### src/rtl/core/hst_pkg.sv
// Shared constants, character codes and keyword tables for the markup-to-text block.
// No dependencies; imported by hst_tag_match, html_span_to_text and the checker.
package hst_pkg;

   localparam int TAG_BUF     = 7;
   localparam int NUM_ENT     = 7;
   localparam int NUM_BRK     = 12;
   localparam int MAX_RESULTS = 40;
   localparam int RES_CW      = $clog2(MAX_RESULTS + 1);
   localparam int ENT_NBSP    = 5;

   localparam logic [7:0] CH_LT    = 8'h3C;
   localparam logic [7:0] CH_GT    = 8'h3E;
   localparam logic [7:0] CH_AMP   = 8'h26;
   localparam logic [7:0] CH_SLASH = 8'h2F;
   localparam logic [7:0] CH_SP    = 8'h20;
   localparam logic [7:0] CH_TAB   = 8'h09;
   localparam logic [7:0] CH_LF    = 8'h0A;
   localparam logic [7:0] CH_CR    = 8'h0D;

   function automatic logic [7:0] to_lower(input logic [7:0] c);
      if (c >= 8'h41 && c <= 8'h5A) begin
         return c + 8'd32;
      end
      return c;
   endfunction

   function automatic logic is_ws(input logic [7:0] c);
      return (c == CH_SP) || (c == CH_TAB) || (c == CH_LF) || (c == CH_CR);
   endfunction

   function automatic logic is_delim(input logic [7:0] c);
      return (c == CH_GT) || (c == CH_SLASH) || is_ws(c);
   endfunction

   // break keywords, character j at bits [8j+7:8j]
   function automatic logic [39:0] brk_word(input logic [3:0] k);
      logic [39:0] w;
      case (k)
         4'd0:    w = {32'h0, "p"};
         4'd1:    w = {16'h0, "vid"};
         4'd2:    w = {24'h0, "rb"};
         4'd3:    w = {24'h0, "il"};
         4'd4:    w = {24'h0, "1h"};
         4'd5:    w = {24'h0, "2h"};
         4'd6:    w = {24'h0, "3h"};
         4'd7:    w = {24'h0, "4h"};
         4'd8:    w = {24'h0, "5h"};
         4'd9:    w = {24'h0, "6h"};
         4'd10:   w = {24'h0, "rt"};
         4'd11:   w = "elbat";
         default: w = 40'h0;
      endcase
      return w;
   endfunction

   function automatic int brk_len(input logic [3:0] k);
      int n;
      case (k)
         4'd0:    n = 1;
         4'd1:    n = 3;
         4'd11:   n = 5;
         default: n = 2;
      endcase
      return n;
   endfunction

   function automatic logic [47:0] ent_word(input logic [2:0] k);
      logic [47:0] w;
      case (k)
         3'd0:    w = {16'h0, ";tl&"};
         3'd1:    w = {16'h0, ";tg&"};
         3'd2:    w = ";touq&";
         3'd3:    w = {8'h0, ";93#&"};
         3'd4:    w = ";sopa&";
         3'd5:    w = ";psbn&";
         3'd6:    w = {8'h0, ";pma&"};
         default: w = 48'h0;
      endcase
      return w;
   endfunction

   function automatic logic [7:0] ent_char(input logic [2:0] k, input logic [3:0] pos);
      logic [47:0] w;
      w = ent_word(k) >> {pos, 3'b000};
      return w[7:0];
   endfunction

   function automatic logic [3:0] ent_len(input logic [2:0] k);
      logic [3:0] n;
      case (k)
         3'd0, 3'd1: n = 4'd4;
         3'd3, 3'd6: n = 4'd5;
         default:    n = 4'd6;
      endcase
      return n;
   endfunction

   function automatic logic [7:0] ent_val(input logic [2:0] k);
      logic [7:0] v;
      case (k)
         3'd0:       v = CH_LT;
         3'd1:       v = CH_GT;
         3'd2:       v = 8'h22;
         3'd3, 3'd4: v = 8'h27;
         3'd5:       v = CH_SP;
         default:    v = CH_AMP;
      endcase
      return v;
   endfunction

endpackage

### src/rtl/core/hst_tag_match.sv
// Break-tag recognizer: checks a captured tag name against the break keywords.
// Depends on hst_pkg for the keyword table and character classes.
module hst_tag_match
   import hst_pkg::*;
(
   input  logic [TAG_BUF-1:0][7:0] tag_buf,
   input  logic [2:0]              tag_len,
   output logic                    hit
);

   logic [TAG_BUF-1:0][7:0] v;
   logic [2:0]              n;
   logic                    s;
   logic [1:0]              ok;
   logic [39:0]             w;
   int                      len_k;

   always_comb begin
      for (int i = 0; i < TAG_BUF; i++) begin
         if (3'(i) < tag_len) begin
            v[i] = to_lower(tag_buf[i]);
         end else if (3'(i) == tag_len) begin
            v[i] = CH_GT;
         end else begin
            v[i] = 8'h00;
         end
      end
      n = (tag_len == 3'(TAG_BUF)) ? tag_len : tag_len + 3'd1;
      s = (v[0] == CH_SLASH);
      hit = 1'b0;
      w = 40'h0;
      len_k = 0;
      ok = 2'b00;
      for (int k = 0; k < NUM_BRK; k++) begin
         w = brk_word(4'(k));
         len_k = brk_len(4'(k));
         for (int off = 0; off < 2; off++) begin
            ok[off] = (off + len_k) < int'(n);
            for (int j = 0; j < 5; j++) begin
               if (j < len_k && v[off + j] != w[8*j +: 8]) begin
                  ok[off] = 1'b0;
               end
            end
            if (!is_delim(v[off + len_k])) begin
               ok[off] = 1'b0;
            end
         end
         if (s ? ok[1] : ok[0]) begin
            hit = 1'b1;
         end
      end
   end

endmodule

### src/rtl/core/html_span_to_text.sv
// Markup span to rendered text converter, top level.
// Depends on hst_pkg and hst_tag_match.
//
// Input channel req_*: one transaction per markup byte (req_tuser = 0) or an
// end-of-span marker (req_tuser = 1). Result channel rsp_*: one transaction
// per rendered byte; rsp_tuser flags that rsp_tdata carries a byte, rsp_tlast
// marks the final result of an end-of-span marker (a span with no pending
// text yields one result with rsp_tuser = 0 and rsp_tlast = 1).
// A small sequencer handles one transaction at a time and takes no new one
// until it is done. A byte that only changes state is accepted and decoded;
// a separator that is held then passes the push step. A byte that emits
// passes the character step, which first flushes each held separator; a
// failed entity match replays each prefix byte and decodes the byte again.
// An end-of-span marker passes the final step, or flushes held separators
// and replays the prefix when a partial entity is pending. All output leaves
// through the single result register, one byte a cycle while the receiver
// is ready. When it stalls, the sequencer holds at the emitting step; a
// finished result may wait in the register while the next transaction is taken.
// Reset (synchronous, active high) empties the result register and returns
// the tag, entity and separator state to the start-of-span condition.
module html_span_to_text
   import hst_pkg::*;
#(
   parameter int PENDING_DEPTH = 32,
   parameter int ENTITY_MAX    = 6
) (
   input  logic       clock,
   input  logic       reset,
   input  logic       req_tvalid,
   output logic       req_tready,
   input  logic [7:0] req_tdata,   // [7:0] in_byte
   input  logic       req_tuser,   // [0] kind
   output logic       rsp_tvalid,
   input  logic       rsp_tready,
   output logic [7:0] rsp_tdata,   // [7:0] out_byte
   output logic       rsp_tuser,   // [0] has_byte
   output logic       rsp_tlast
);

   localparam int PCW = $clog2(PENDING_DEPTH + 1);
   localparam int PIW = $clog2(PENDING_DEPTH);
   localparam int EW  = $clog2(ENTITY_MAX + 1);
   localparam int EIW = $clog2(ENTITY_MAX);

   typedef enum logic [2:0] {
      S_IDLE, S_DECIDE, S_PUSH, S_CHAR, S_REPLAY, S_LAST
   } state_type;

   state_type                  st_ff, st_in;
   logic                       kind_ff, kind_in;
   logic [7:0]                 byte_ff, byte_in;
   logic [7:0]                 char_ff, char_in;
   logic                       push_nl_ff, push_nl_in;
   logic                       in_tag_ff, in_tag_in;
   logic [TAG_BUF-1:0][7:0]    tag_buf_ff, tag_buf_in;
   logic [2:0]                 tag_len_ff, tag_len_in;
   logic [ENTITY_MAX-1:0][7:0] ent_buf_ff, ent_buf_in;
   logic [EW-1:0]              ent_len_ff, ent_len_in;
   logic [NUM_ENT-1:0]         ent_mask_ff, ent_mask_in;
   logic                       space_ff, space_in;
   logic [PENDING_DEPTH-1:0]   pend_ff, pend_in;
   logic [PCW-1:0]             pcnt_ff, pcnt_in;
   logic [EIW-1:0]             rep_idx_ff, rep_idx_in;
   logic [RES_CW-1:0]          res_cnt_ff, res_cnt_in;
   logic                       rsp_valid_ff, rsp_valid_in;
   logic [7:0]                 rsp_byte_ff, rsp_byte_in;
   logic                       rsp_has_ff, rsp_has_in;
   logic                       rsp_last_ff, rsp_last_in;

   logic                       tag_hit;
   logic                       slot_ok, capped, go;
   logic                       emit_req, emit_has, emit_fin;
   logic [7:0]                 emit_byte;
   logic [7:0]                 sep_byte;
   logic [PCW-1:0]             pm1;
   logic [3:0]                 pos, nl;
   logic                       full_hit, room, rep_done;
   logic [2:0]                 full_k;
   logic [NUM_ENT-1:0]         pre_mask;

   hst_tag_match u_tag_match (
      .tag_buf (tag_buf_ff),
      .tag_len (tag_len_ff),
      .hit     (tag_hit)
   );

   assign req_tready = (st_ff == S_IDLE);
   assign rsp_tvalid = rsp_valid_ff;
   assign rsp_tdata  = rsp_byte_ff;
   assign rsp_tuser  = rsp_has_ff;
   assign rsp_tlast  = rsp_last_ff;

   always_comb begin
      st_in       = st_ff;
      kind_in     = kind_ff;
      byte_in     = byte_ff;
      char_in     = char_ff;
      push_nl_in  = push_nl_ff;
      in_tag_in   = in_tag_ff;
      tag_buf_in  = tag_buf_ff;
      tag_len_in  = tag_len_ff;
      ent_buf_in  = ent_buf_ff;
      ent_len_in  = ent_len_ff;
      ent_mask_in = ent_mask_ff;
      space_in    = space_ff;
      pend_in     = pend_ff;
      pcnt_in     = pcnt_ff;
      rep_idx_in  = rep_idx_ff;
      res_cnt_in  = res_cnt_ff;
      rsp_byte_in = rsp_byte_ff;
      rsp_has_in  = rsp_has_ff;
      rsp_last_in = rsp_last_ff;
      rsp_valid_in = rsp_valid_ff && !rsp_tready;

      slot_ok   = !rsp_valid_ff || rsp_tready;
      capped    = (res_cnt_ff == RES_CW'(MAX_RESULTS));
      go        = slot_ok || capped;
      sep_byte  = pend_ff[0] ? CH_LF : CH_SP;
      pm1       = pcnt_ff - PCW'(1);
      emit_req  = 1'b0;
      emit_has  = 1'b1;
      emit_fin  = 1'b0;
      emit_byte = 8'h00;

      // entity candidate tracking: the mask holds entities still matching
      pos      = 4'(ent_len_ff);
      nl       = pos + 4'd1;
      room     = ent_len_ff < EW'(ENTITY_MAX);
      full_hit = 1'b0;
      full_k   = 3'd0;
      pre_mask = '0;
      for (int k = 0; k < NUM_ENT; k++) begin
         if (ent_mask_ff[k] && ent_char(3'(k), pos) == byte_ff) begin
            if (ent_len(3'(k)) == nl && !full_hit) begin
               full_hit = 1'b1;
               full_k   = 3'(k);
            end
            if (ent_len(3'(k)) > nl) begin
               pre_mask[k] = 1'b1;
            end
         end
      end
      rep_done = (EW'(rep_idx_ff) + EW'(1)) == ent_len_ff;

      case (st_ff)
         S_IDLE: begin
            if (req_tvalid) begin
               kind_in    = req_tuser;
               byte_in    = req_tdata;
               res_cnt_in = '0;
               st_in      = S_DECIDE;
            end
         end
         S_DECIDE: begin
            st_in = S_IDLE;
            if (kind_ff) begin
               if (!in_tag_ff && ent_len_ff != '0) begin
                  rep_idx_in = '0;
                  st_in      = S_REPLAY;
               end else begin
                  st_in = S_LAST;
               end
            end else if (in_tag_ff) begin
               if (byte_ff == CH_GT) begin
                  in_tag_in = 1'b0;
                  if (tag_hit) begin
                     if (!space_ff) begin
                        push_nl_in = 1'b1;
                        space_in   = 1'b1;
                        st_in      = S_PUSH;
                     end else if (pcnt_ff != '0) begin
                        // promote the held trailing space to a newline
                        pend_in[pm1[PIW-1:0]] = 1'b1;
                     end
                  end
               end else if (tag_len_ff < 3'(TAG_BUF)) begin
                  tag_buf_in[tag_len_ff] = byte_ff;
                  tag_len_in = tag_len_ff + 3'd1;
               end
            end else if (ent_len_ff != '0) begin
               if (room && full_hit) begin
                  ent_len_in = '0;
                  if (full_k == 3'(ENT_NBSP)) begin
                     push_nl_in = 1'b0;
                     space_in   = 1'b0;
                     st_in      = S_PUSH;
                  end else begin
                     char_in  = ent_val(full_k);
                     space_in = 1'b0;
                     st_in    = S_CHAR;
                  end
               end else if (room && pre_mask != '0) begin
                  ent_buf_in[ent_len_ff[EIW-1:0]] = byte_ff;
                  ent_len_in  = ent_len_ff + EW'(1);
                  ent_mask_in = pre_mask;
               end else begin
                  // replay the prefix, then decode this byte again as plain text
                  rep_idx_in = '0;
                  space_in   = 1'b0;
                  st_in      = S_REPLAY;
               end
            end else if (byte_ff == CH_LT) begin
               in_tag_in  = 1'b1;
               tag_len_in = 3'd0;
            end else if (byte_ff == CH_AMP) begin
               ent_buf_in[0] = CH_AMP;
               ent_len_in    = EW'(1);
               ent_mask_in   = '1;
            end else if (is_ws(byte_ff)) begin
               if (!space_ff) begin
                  push_nl_in = 1'b0;
                  space_in   = 1'b1;
                  st_in      = S_PUSH;
               end
            end else begin
               char_in  = byte_ff;
               space_in = 1'b0;
               st_in    = S_CHAR;
            end
         end
         S_PUSH: begin
            if (pcnt_ff == PCW'(PENDING_DEPTH)) begin
               // run full: emit the oldest separator early
               emit_req  = 1'b1;
               emit_byte = sep_byte;
               if (go) begin
                  pend_in = pend_ff >> 1;
                  pend_in[PENDING_DEPTH-1] = push_nl_ff;
                  st_in = S_IDLE;
               end
            end else begin
               pend_in[pcnt_ff[PIW-1:0]] = push_nl_ff;
               pcnt_in = pcnt_ff + PCW'(1);
               st_in   = S_IDLE;
            end
         end
         S_CHAR: begin
            emit_req = 1'b1;
            if (pcnt_ff != '0) begin
               emit_byte = sep_byte;
               if (go) begin
                  pend_in = pend_ff >> 1;
                  pcnt_in = pm1;
               end
            end else begin
               emit_byte = char_ff;
               if (go) begin
                  st_in = S_IDLE;
               end
            end
         end
         S_REPLAY: begin
            emit_req = 1'b1;
            if (pcnt_ff != '0) begin
               emit_byte = sep_byte;
               if (go) begin
                  pend_in = pend_ff >> 1;
                  pcnt_in = pm1;
               end
            end else begin
               emit_byte = ent_buf_ff[rep_idx_ff];
               emit_fin  = rep_done;
               if (go) begin
                  if (rep_done) begin
                     ent_len_in = '0;
                     if (kind_ff) begin
                        in_tag_in  = 1'b0;
                        tag_len_in = 3'd0;
                        space_in   = 1'b1;
                        pcnt_in    = '0;
                        st_in      = S_IDLE;
                     end else begin
                        st_in = S_DECIDE;
                     end
                  end else begin
                     rep_idx_in = rep_idx_ff + EIW'(1);
                  end
               end
            end
         end
         S_LAST: begin
            emit_req  = 1'b1;
            emit_has  = 1'b0;
            emit_fin  = 1'b1;
            if (go) begin
               in_tag_in  = 1'b0;
               tag_len_in = 3'd0;
               ent_len_in = '0;
               space_in   = 1'b1;
               pcnt_in    = '0;
               st_in      = S_IDLE;
            end
         end
         default: begin
            st_in = S_IDLE;
         end
      endcase

      // results past the per-transaction limit are dropped
      if (emit_req && slot_ok && !capped) begin
         rsp_valid_in = 1'b1;
         rsp_byte_in  = emit_byte;
         rsp_has_in   = emit_has;
         rsp_last_in  = kind_ff &&
                        (emit_fin || res_cnt_ff == RES_CW'(MAX_RESULTS - 1));
         res_cnt_in   = res_cnt_ff + RES_CW'(1);
      end
   end

   always_ff @(posedge clock) begin
      if (reset) begin
         st_ff        <= S_IDLE;
         in_tag_ff    <= 1'b0;
         tag_len_ff   <= 3'd0;
         ent_len_ff   <= '0;
         space_ff     <= 1'b1;
         pcnt_ff      <= '0;
         pend_ff      <= '0;
         res_cnt_ff   <= '0;
         rsp_valid_ff <= 1'b0;
      end else begin
         st_ff        <= st_in;
         in_tag_ff    <= in_tag_in;
         tag_len_ff   <= tag_len_in;
         ent_len_ff   <= ent_len_in;
         space_ff     <= space_in;
         pcnt_ff      <= pcnt_in;
         pend_ff      <= pend_in;
         res_cnt_ff   <= res_cnt_in;
         rsp_valid_ff <= rsp_valid_in;
      end
      kind_ff     <= kind_in;
      byte_ff     <= byte_in;
      char_ff     <= char_in;
      push_nl_ff  <= push_nl_in;
      tag_buf_ff  <= tag_buf_in;
      ent_buf_ff  <= ent_buf_in;
      ent_mask_ff <= ent_mask_in;
      rep_idx_ff  <= rep_idx_in;
      rsp_byte_ff <= rsp_byte_in;
      rsp_has_ff  <= rsp_has_in;
      rsp_last_ff <= rsp_last_in;
   end

`ifndef SYNTH
   a_pend_bound: assert property (@(posedge clock) disable iff (reset)
      pcnt_ff <= PCW'(PENDING_DEPTH))
      else $error("separator run count out of range");

   a_tag_xor_ent: assert property (@(posedge clock) disable iff (reset)
      !(in_tag_ff && ent_len_ff != '0))
      else $error("tag and entity active together");

   a_blank_is_last: assert property (@(posedge clock) disable iff (reset)
      (rsp_valid_ff && !rsp_has_ff) |-> rsp_last_ff)
      else $error("empty result without end of span");

   a_end_clears: assert property (@(posedge clock) disable iff (reset)
      (st_ff == S_LAST && go) |=> (pcnt_ff == '0 && space_ff && !in_tag_ff))
      else $error("span state not cleared after end of span");

   a_res_bound: assert property (@(posedge clock) disable iff (reset)
      res_cnt_ff <= RES_CW'(MAX_RESULTS))
      else $error("result count beyond limit");
`endif

endmodule

### config.mk
export PLATFORM = sky130hd
export DESIGN_NAME = html_span_to_text
export DESIGN_NICKNAME = d
export VERILOG_FILES = /design/src/rtl/core/hst_pkg.sv /design/src/rtl/core/hst_tag_match.sv /design/src/rtl/core/html_span_to_text.sv
export SDC_FILE = /design/constraint.sdc
export NUM_CORES = 1
export LEC_CHECK = 0
export ABC_AREA = 0
export BUFFER_PORTS_ARGS = -buffer_cell sky130_fd_sc_hd__buf_2
export CORE_MARGIN = 5
export CORE_UTILIZATION = 25
export CTS_BUF_LIST = sky130_fd_sc_hd__clkbuf_4 sky130_fd_sc_hd__clkbuf_8
export CTS_CLUSTER_SIZE = 8
export DETAILED_ROUTE_END_ITERATION = 12
export GPL_TIMING_DRIVEN = 1
export PLACE_DENSITY = 0.36
export SETUP_SLACK_MARGIN = 0.5
export SLEW_MARGIN = 10
export SYNTH_ARGS = -nofsm -noshare
export SYNTH_HDL_FRONTEND = slang
export SYNTH_SLANG_ARGS = --single-unit
### constraint.sdc
create_clock -name clock -period 5.9 [get_ports clock]
set_input_delay 1.18 -clock clock [delete_from_list [all_inputs] [get_ports clock]]
set_output_delay 1.18 -clock clock [all_outputs]
set_load 0.03 [all_outputs]
Word level (Yosys, flattened, before mapping) --
Cells that the tools add are included.
Operators by class: order comparisons 45, add/sub/neg operators 14, bitwise operators 5, shifts and indexed selects 7, mux-type cells 339, reduce and logical (&&, ||, !) cells 109, equal/unequal tests 172
Operators with widths (count):
- 32-bit two-way mux | 10
- 8-bit two-way mux | 37
- 8-bit by 7-bit != test with 1-bit output (second input constant) | 26
- 8-bit by 6-bit == test with 1-bit output (second input constant) | 23
- 1-bit two-way mux | 181
- 8-bit by 4-bit == test with 1-bit output (second input constant) | 21
- 3-bit two-way mux | 56
- 46-bit by 6-bit right shift with 8-bit output (first input constant) | 3
- 6-bit two-way mux | 20
- 8-bit by 6-bit != test with 1-bit output (second input constant) | 12
- 32-bit one-hot mux with 3 select lines | 1
- 38-bit by 6-bit right shift with 8-bit output (first input constant) | 2
- 30-bit by 6-bit right shift with 8-bit output (first input constant) | 2
- 3-bit != test (second input constant) | 19
- 8-bit by 6-bit adder with 8-bit output (second input constant) | 7
- 56-bit bitwise mux | 1
- 8-bit == test | 7
- 8-bit by 7-bit greater-or-equal comparator with 1-bit output (second input constant) | 7
- 8-bit by 7-bit less-or-equal comparator with 1-bit output (second input constant) | 7
- 48-bit bitwise mux | 1
- 8-bit demux with 3-bit select | 2
- 2-bit != test (second input constant) | 23
- 1-bit logical OR | 36
- 7-bit two-way mux | 5
- 60 further kinds | 182
Storage, ports and cells: word-level logic and storage cells 722, input port bits 13, register bits 198, output and inout port bits 12

Logic depth before layout (Yosys ltp) --
depth in word-level cells 38, mapped depth 15

By module --
A second synthesis with hierarchy kept.
Unflattened totals: cell total of the unflattened synthesis 1415, area total of the unflattened synthesis 12743.5 um2
Modules (own cells, without submodules):
- html_span_to_text | times used 1, area an instance 10836.6 um2, sequential area each 5385.2 um2, cells each 1118
- hst_tag_match | times used 1, area an instance 1906.8 um2, sequential area each 0.0 um2, cells each 297

Least setup slack after synthesis --
Ideal clock, no wire load.
kind reg2reg, start point register ent_len_ff[0], end point register ent_buf_ff[32] (netlist bit), enable pin, clock period less this slack 4.474 ns, setup time 0.383 ns, setup slack 1.426 ns, data required time 5.517 ns, cell stages (with the launch flop) 14, arrival 4.091 ns, path through dfxtp_1 clkbuf_1 clkbuf_1 inv_1 ha_1 and2_1 or3_1 a211oi_1 or4b_1 a21oi_1 o31ai_1 nand3b_1 or3_1 nor3_1
Between the ends: word-level cells in the longest chain between the ends 31, elaborated cells on any way between the ends 83
RTL lines:
- start: declaration | line html_span_to_text.sv:58 | logic [EW-1:0] ent_len_ff, ent_len_in;
- start signal: assignment | line html_span_to_text.sv:325 | ent_len_ff <= ent_len_in;
- 30-bit by 6-bit right shift with 8-bit output / 3-bit by 1-bit adder with 4-bit output (equally long branches) | line hst_pkg.sv:85, html_span_to_text.sv:127
- 8-bit == test / 4-bit == test (equally long branches) | line html_span_to_text.sv:133, html_span_to_text.sv:134
- 1-bit logical AND / 1-bit two-way mux (equally long branches) | line html_span_to_text.sv:133, html_span_to_text.sv:134
- 1-bit two-way mux | line html_span_to_text.sv:133 | if (ent_mask_ff[k] && ent_char(3'(k), pos) == byte_ff) begin
- 1-bit logical NOT | line html_span_to_text.sv:134 | if (ent_len(3'(k)) == nl && !full_hit) begin
- 1-bit logical AND | line html_span_to_text.sv:134
- 1-bit two-way mux | line html_span_to_text.sv:134
- 1-bit two-way mux | line html_span_to_text.sv:133
- [15 not listed]
- 1-bit two-way mux | line html_span_to_text.sv:133
- 1-bit logical NOT | line html_span_to_text.sv:134
- 1-bit logical AND | line html_span_to_text.sv:134
- 1-bit two-way mux | line html_span_to_text.sv:134
- 1-bit two-way mux | line html_span_to_text.sv:133
- 1-bit logical AND | line html_span_to_text.sv:181 | if (room && full_hit) begin
- 1-bit NOT (no line)
- 6-bit AND reduction (no line) *
- end signal: assignment | line html_span_to_text.sv:337 | ent_buf_ff <= ent_buf_in;
- end: declaration | line html_span_to_text.sv:57 | logic [ENTITY_MAX-1:0][7:0] ent_buf_ff, ent_buf_in;
Every way passes the cells marked *; elsewhere a longest branch is shown, timed or not. A chain may end at the register's enable or synchronous reset.

Worst setup path in the final report --
start point register pcnt_ff[1], end point register pcnt_ff[2]
Between the ends: word-level cells in the longest chain between the ends 4, elaborated cells on any way between the ends 15
RTL lines:
- start: declaration | line html_span_to_text.sv:62 | logic [PCW-1:0] pcnt_ff, pcnt_in;
- start signal: assignment | line html_span_to_text.sv:327 | pcnt_ff <= pcnt_in;
- 6-bit by 1-bit subtractor with 6-bit output | line html_span_to_text.sv:119 | pm1 = pcnt_ff - PCW'(1);
- 6-bit two-way mux | line html_span_to_text.sv:241, html_span_to_text.sv:256
- 6-bit two-way mux, on equally long branches | line html_span_to_text.sv:254, html_span_to_text.sv:239
- 6-bit one-hot mux with 4 select lines | line html_span_to_text.sv:145 | case (st_ff)
Several ways; a longest one is shown, not always the timed one. The select of a mux whose other input is x is not followed.

==> flow_metrics.tcl <==
set metrics [dict create \
    cts_hold_buffers 0 \
    yosysUniqueCellTypes 83 \
    power-per-cell-area_nw_per_um2 228 \
    grt_most_used_layer "met2" \
    hold-worst-slack_ps 495 \
    critical_path.top_delay_family "simple AND/OR/NAND/NOR gates" \
    startpoint_type "flop" \
    unrepaired_setup_endpoints_after_global_routing "no" \
    multiInputGateArea_sq_um 6520 \
    h-tree-depth 4 \
    cts_resized 0 \
    numPortBuffers 24 \
    grt.met1_usage_pct 20.8 \
    timing.slew.headroom_pct 17.2 \
    post_synth_inst_count 1346 \
    instances_no_fill 2006 \
    clock_insertion_delay_worst_skew_ps 580 \
    report.final.slew_viol_count 0 \
    grt_overflow 0 \
    post-synth-top-area-fraction_pct 34.1 \
    timing.setup.tns_ps 0 \
    wl_per_cell_um 21.3 \
    post-layout-total-power_w 0.00314 \
    yosys_warnings 0 \
    layout.nets 1362 \
    io-pin-count 25 \
    critical_path_buf_inv_count 2 \
    floorplan.die.width_um 234 \
    net-switching-power_w 0.00104 \
    post_cts_setup_repair_bufs 0 \
    tightest_slew_ps 1220 \
    timing.final.hold_violations 0 \
    yosysSeqAreaShare_pct 43.1 \
    start_of_the_worst_register_to_register_path "pcnt_ff[1]$_SDFFE_PP0P_" \
    fp.dieH_um 234 \
    drive_gt1_share_pct 9.37 \
    hp-start "pend_ff[11]$_SDFFE_PP0P_" \
    hold_class "reg -> reg" \
    cp-end-kind "flop" \
    diodes 0 \
    crit_path_max_incr_delay_ps 1040 \
    dpl_worst_slack_ps 1270 \
    first_pass_grt_wire_length_um 65100 \
    power.internal_w 0.00210 \
    initial_antenna_violation_count 1 \
    min_period_ps 4660 \
    critPathMaxFanout 13 \
    synth.avg_cell_area_sq_um 9.28 \
    pwr-share-clk_pct 32.4 \
    drt_iter0_drc 711 \
    highest_clock_rate_mhz 215 \
    cts.reportedPaths.clkPinSlew_ps 120 \
    timing.max_cap.violations 0 \
    max-vdd-ir-drop_uv 129 \
    pwr-share-seq_pct 50.9 \
    static-leakage-power_nw 4.92 \
    cts-root-buf "sky130_fd_sc_hd__clkbuf_8" \
    synth_area_leaders "sky130_fd_sc_hd__edfxtp_1 (34%), sky130_fd_sc_hd__dfxtp_1 (9.0%), sky130_fd_sc_hd__nand2_1 (3.9%)" \
    grt_usage_pct 15.7 \
    worstPathRequired_ps 6350 \
    comb_power_share_pct 16.7 \
    finalWeightedCongestion 0.821 \
    dieArea_sq_um 54500 \
    status "finished, final reports clean" \
    ant_nets 0 \
    cts_sink_count 198 \
    grt_max_degree 33 \
    mappedNetlistNets 1387 \
    timing.critical_path.cells "inv_1 > ha_1 > nor4b_1 > nand2b_1 > nor3_1 > a31oi_1 > nor2_1 > inv_1 > o21ai_0 > nor2_1" \
    crit_path_start "pcnt_ff[1]$_SDFFE_PP0P_" \
    vias 10480 \
    cpMaxStageDelayCell "sky130_fd_sc_hd__nor4b_1" \
    tritoncts "yes" \
    effective_utilization_at_floorplan_pct 25.1 \
    design.core.area_sq_um 49800 \
    sum_of_net_half_perimeters_after_detailed_placement_um 29800 \
    cp_data_arrival_time_ps 5110 \
    sequential_cell_area_sq_um 5390 \
    fillCellCount 5325 \
    global_route.usage.met2_pct 26.5 \
    finalClockSkew_ps 22.9 \
    timing_worst_setup_path_type "reg -> reg" \
    fraction_of_power_spent_switching_nets_pct 33.2 \
    synthToLayoutAreaGrowth_pct 10.0 \
    fin_ws_ps 1240 \
    met3_usage_pct 2.73 \
    route.final.wire_length_um 42800 \
    final-setup-viol-count 0 \
    rows 82 \
    synthDominantAreaCellType "sky130_fd_sc_hd__edfxtp_1" \
    total_standard_cell_area_after_synthesis_sq_um 12500 \
    routed_via_density 5.22 \
    cts_max_path_buffers 2 \
    place_inst 1974 \
    grt_pass1_vias 10228 \
    synth-edff-count 142 \
    cts_made_buffers 17 \
    layout_worst_path_cycle_share_pct 79.0 \
    drc_errors 0 \
    ys_dominant_reg_cell "sky130_fd_sc_hd__edfxtp_1" \
    length_of_the_first_detailed_routing_pass_in_iterations 5 \
    synth.ff_latch_count 198 \
    postSynth.asyncResetShare_pct 0 \
]
[Yosys cell counts, types with 19 or more instances]
cell / count
sky130_fd_sc_hd__a21oi_1: 84
sky130_fd_sc_hd__a31oi_1: 25
sky130_fd_sc_hd__clkbuf_1: 85
sky130_fd_sc_hd__dfxtp_1: 56
sky130_fd_sc_hd__edfxtp_1: 142
sky130_fd_sc_hd__ha_1: 28
sky130_fd_sc_hd__inv_1: 41
sky130_fd_sc_hd__mux2i_1: 48
sky130_fd_sc_hd__nand2_1: 129
sky130_fd_sc_hd__nand2b_1: 25
sky130_fd_sc_hd__nand3_1: 44
sky130_fd_sc_hd__nand4_1: 21
sky130_fd_sc_hd__nor2_1: 124
sky130_fd_sc_hd__nor2b_1: 19
sky130_fd_sc_hd__nor3_1: 44
sky130_fd_sc_hd__o211a_1: 27
sky130_fd_sc_hd__o21ai_0: 59
sky130_fd_sc_hd__o221ai_1: 28
sky130_fd_sc_hd__o22ai_1: 22
sky130_fd_sc_hd__xnor2_1: 27
[placed cells by master, fill, tap and decap left out, types with 16 or more instances in the layout]
| cell type | n |
|---|---|
| sky130_fd_sc_hd__xnor2_1 | 27 |
| sky130_fd_sc_hd__edfxtp_1 | 142 |
| sky130_fd_sc_hd__o221ai_1 | 28 |
| sky130_fd_sc_hd__ha_1 | 28 |
| sky130_fd_sc_hd__mux2i_1 | 48 |
| sky130_fd_sc_hd__nand2_1 | 129 |
| sky130_fd_sc_hd__buf_2 | 24 |
| sky130_fd_sc_hd__nor2b_1 | 19 |
| sky130_fd_sc_hd__o211a_1 | 27 |
| sky130_fd_sc_hd__clkbuf_8 | 17 |
| sky130_fd_sc_hd__a31oi_1 | 25 |
| sky130_fd_sc_hd__nor2_1 | 123 |
| sky130_fd_sc_hd__buf_4 | 37 |
| sky130_fd_sc_hd__nand4_1 | 21 |
| sky130_fd_sc_hd__dfxtp_1 | 56 |
| sky130_fd_sc_hd__a21oi_1 | 84 |
| sky130_fd_sc_hd__nand2b_1 | 25 |
| sky130_fd_sc_hd__nor4_1 | 16 |
| sky130_fd_sc_hd__o22ai_1 | 22 |
| sky130_fd_sc_hd__nor3_1 | 44 |
| sky130_fd_sc_hd__or4_1 | 16 |
| sky130_fd_sc_hd__inv_1 | 41 |
| sky130_fd_sc_hd__o21ai_0 | 59 |
| sky130_fd_sc_hd__nand3_1 | 44 |
[metal layers]
metal | up-vias | part of all wire, %
li1 | 5043 | -
met1 | 5183 | 46
met2 | 219 | 49
met3 | 35 | 3.5
met4 | 0 | 1.3
met5 | - | 0
[state kept, by name (all words and copies together) (netlist names)]
register / count
pend_ff: 32
st_ff: 3
ent_buf_ff: 48
ent_len_ff: 3
space_ff: 1
tag_buf_ff: 56
rep_idx_ff: 3
kind_ff: 1
rsp_tuser: 1
rsp_tvalid: 1
res_cnt_ff: 6
rsp_tdata: 8
byte_ff: 8
in_tag_ff: 1
rsp_tlast: 1
ent_mask_ff: 7
char_ff: 8
pcnt_ff: 6
tag_len_ff: 3
push_nl_ff: 1
[metrics by stage]
stage	cell area [sq um]	utilization [%]
floorplan	12500	-
global placement	13300	26.7
detailed placement	13300	26.7
CTS	13700	27.6
global route	13700	27.6
finish	13700	27.6
[power groups by stage]
stage | logic, W | registers [W] | clock network (W)
global placement | 0.000536 | 0.00163 | 0
detailed placement | 0.000531 | 0.00163 | 0
global route | 0.000573 | 0.00160 | 0.00111
floorplan | 0.000339 | 0.00161 | 0
finish | 0.000525 | 0.00160 | 0.00102
CTS | 0.000533 | 0.00160 | 0.00106
[path summary, 6_finish.rpt]
path	slack, ps	cells past startpoint	to
setup / recovery	1240	10	pcnt_ff[2]$_SDFFE_PP0P_
hold / removal	490	2	pend_ff[11]$_SDFFE_PP0P_
setup reg to reg	1240	10	pcnt_ff[2]$_SDFFE_PP0P_
hold reg to reg	490	2	pend_ff[11]$_SDFFE_PP0P_
[layout make-up]
| class | instances | area share [%] |
|---|---|---|
| well taps | 672 | 6.12 |
| inverters | 42 | 1.15 |
| multi-input cells | 1001 | 47.5 |
| flip-flops and latches | 198 | 39.2 |
| repair buffers | 61 | 2.89 |
| clock inverters | 15 | 1.51 |
| clock buffers | 17 | 1.70 |
[tightest hold or removal path: stages (launching register included)]
cell	delay, ps
sky130_fd_sc_hd__dfxtp_1	330
sky130_fd_sc_hd__o21ai_0	70
sky130_fd_sc_hd__o2bb2ai_1	70
[cells by family (layout without fill, tap and decap cells)]
logic type	count (synthesis)	in the layout	share of synthesized area [%]
AOI/OAI and AO/OA	351	351	19.6
and+or+nand+nor	524	524	21.5
DFF	198	198	43.1
buffers and inverters	147	135	4.72
adders and majority gates	28	28	2.80
xor gates and xnor gates	39	39	2.73
muxes	59	59	5.56
Power figures use the tool's default switching activity.
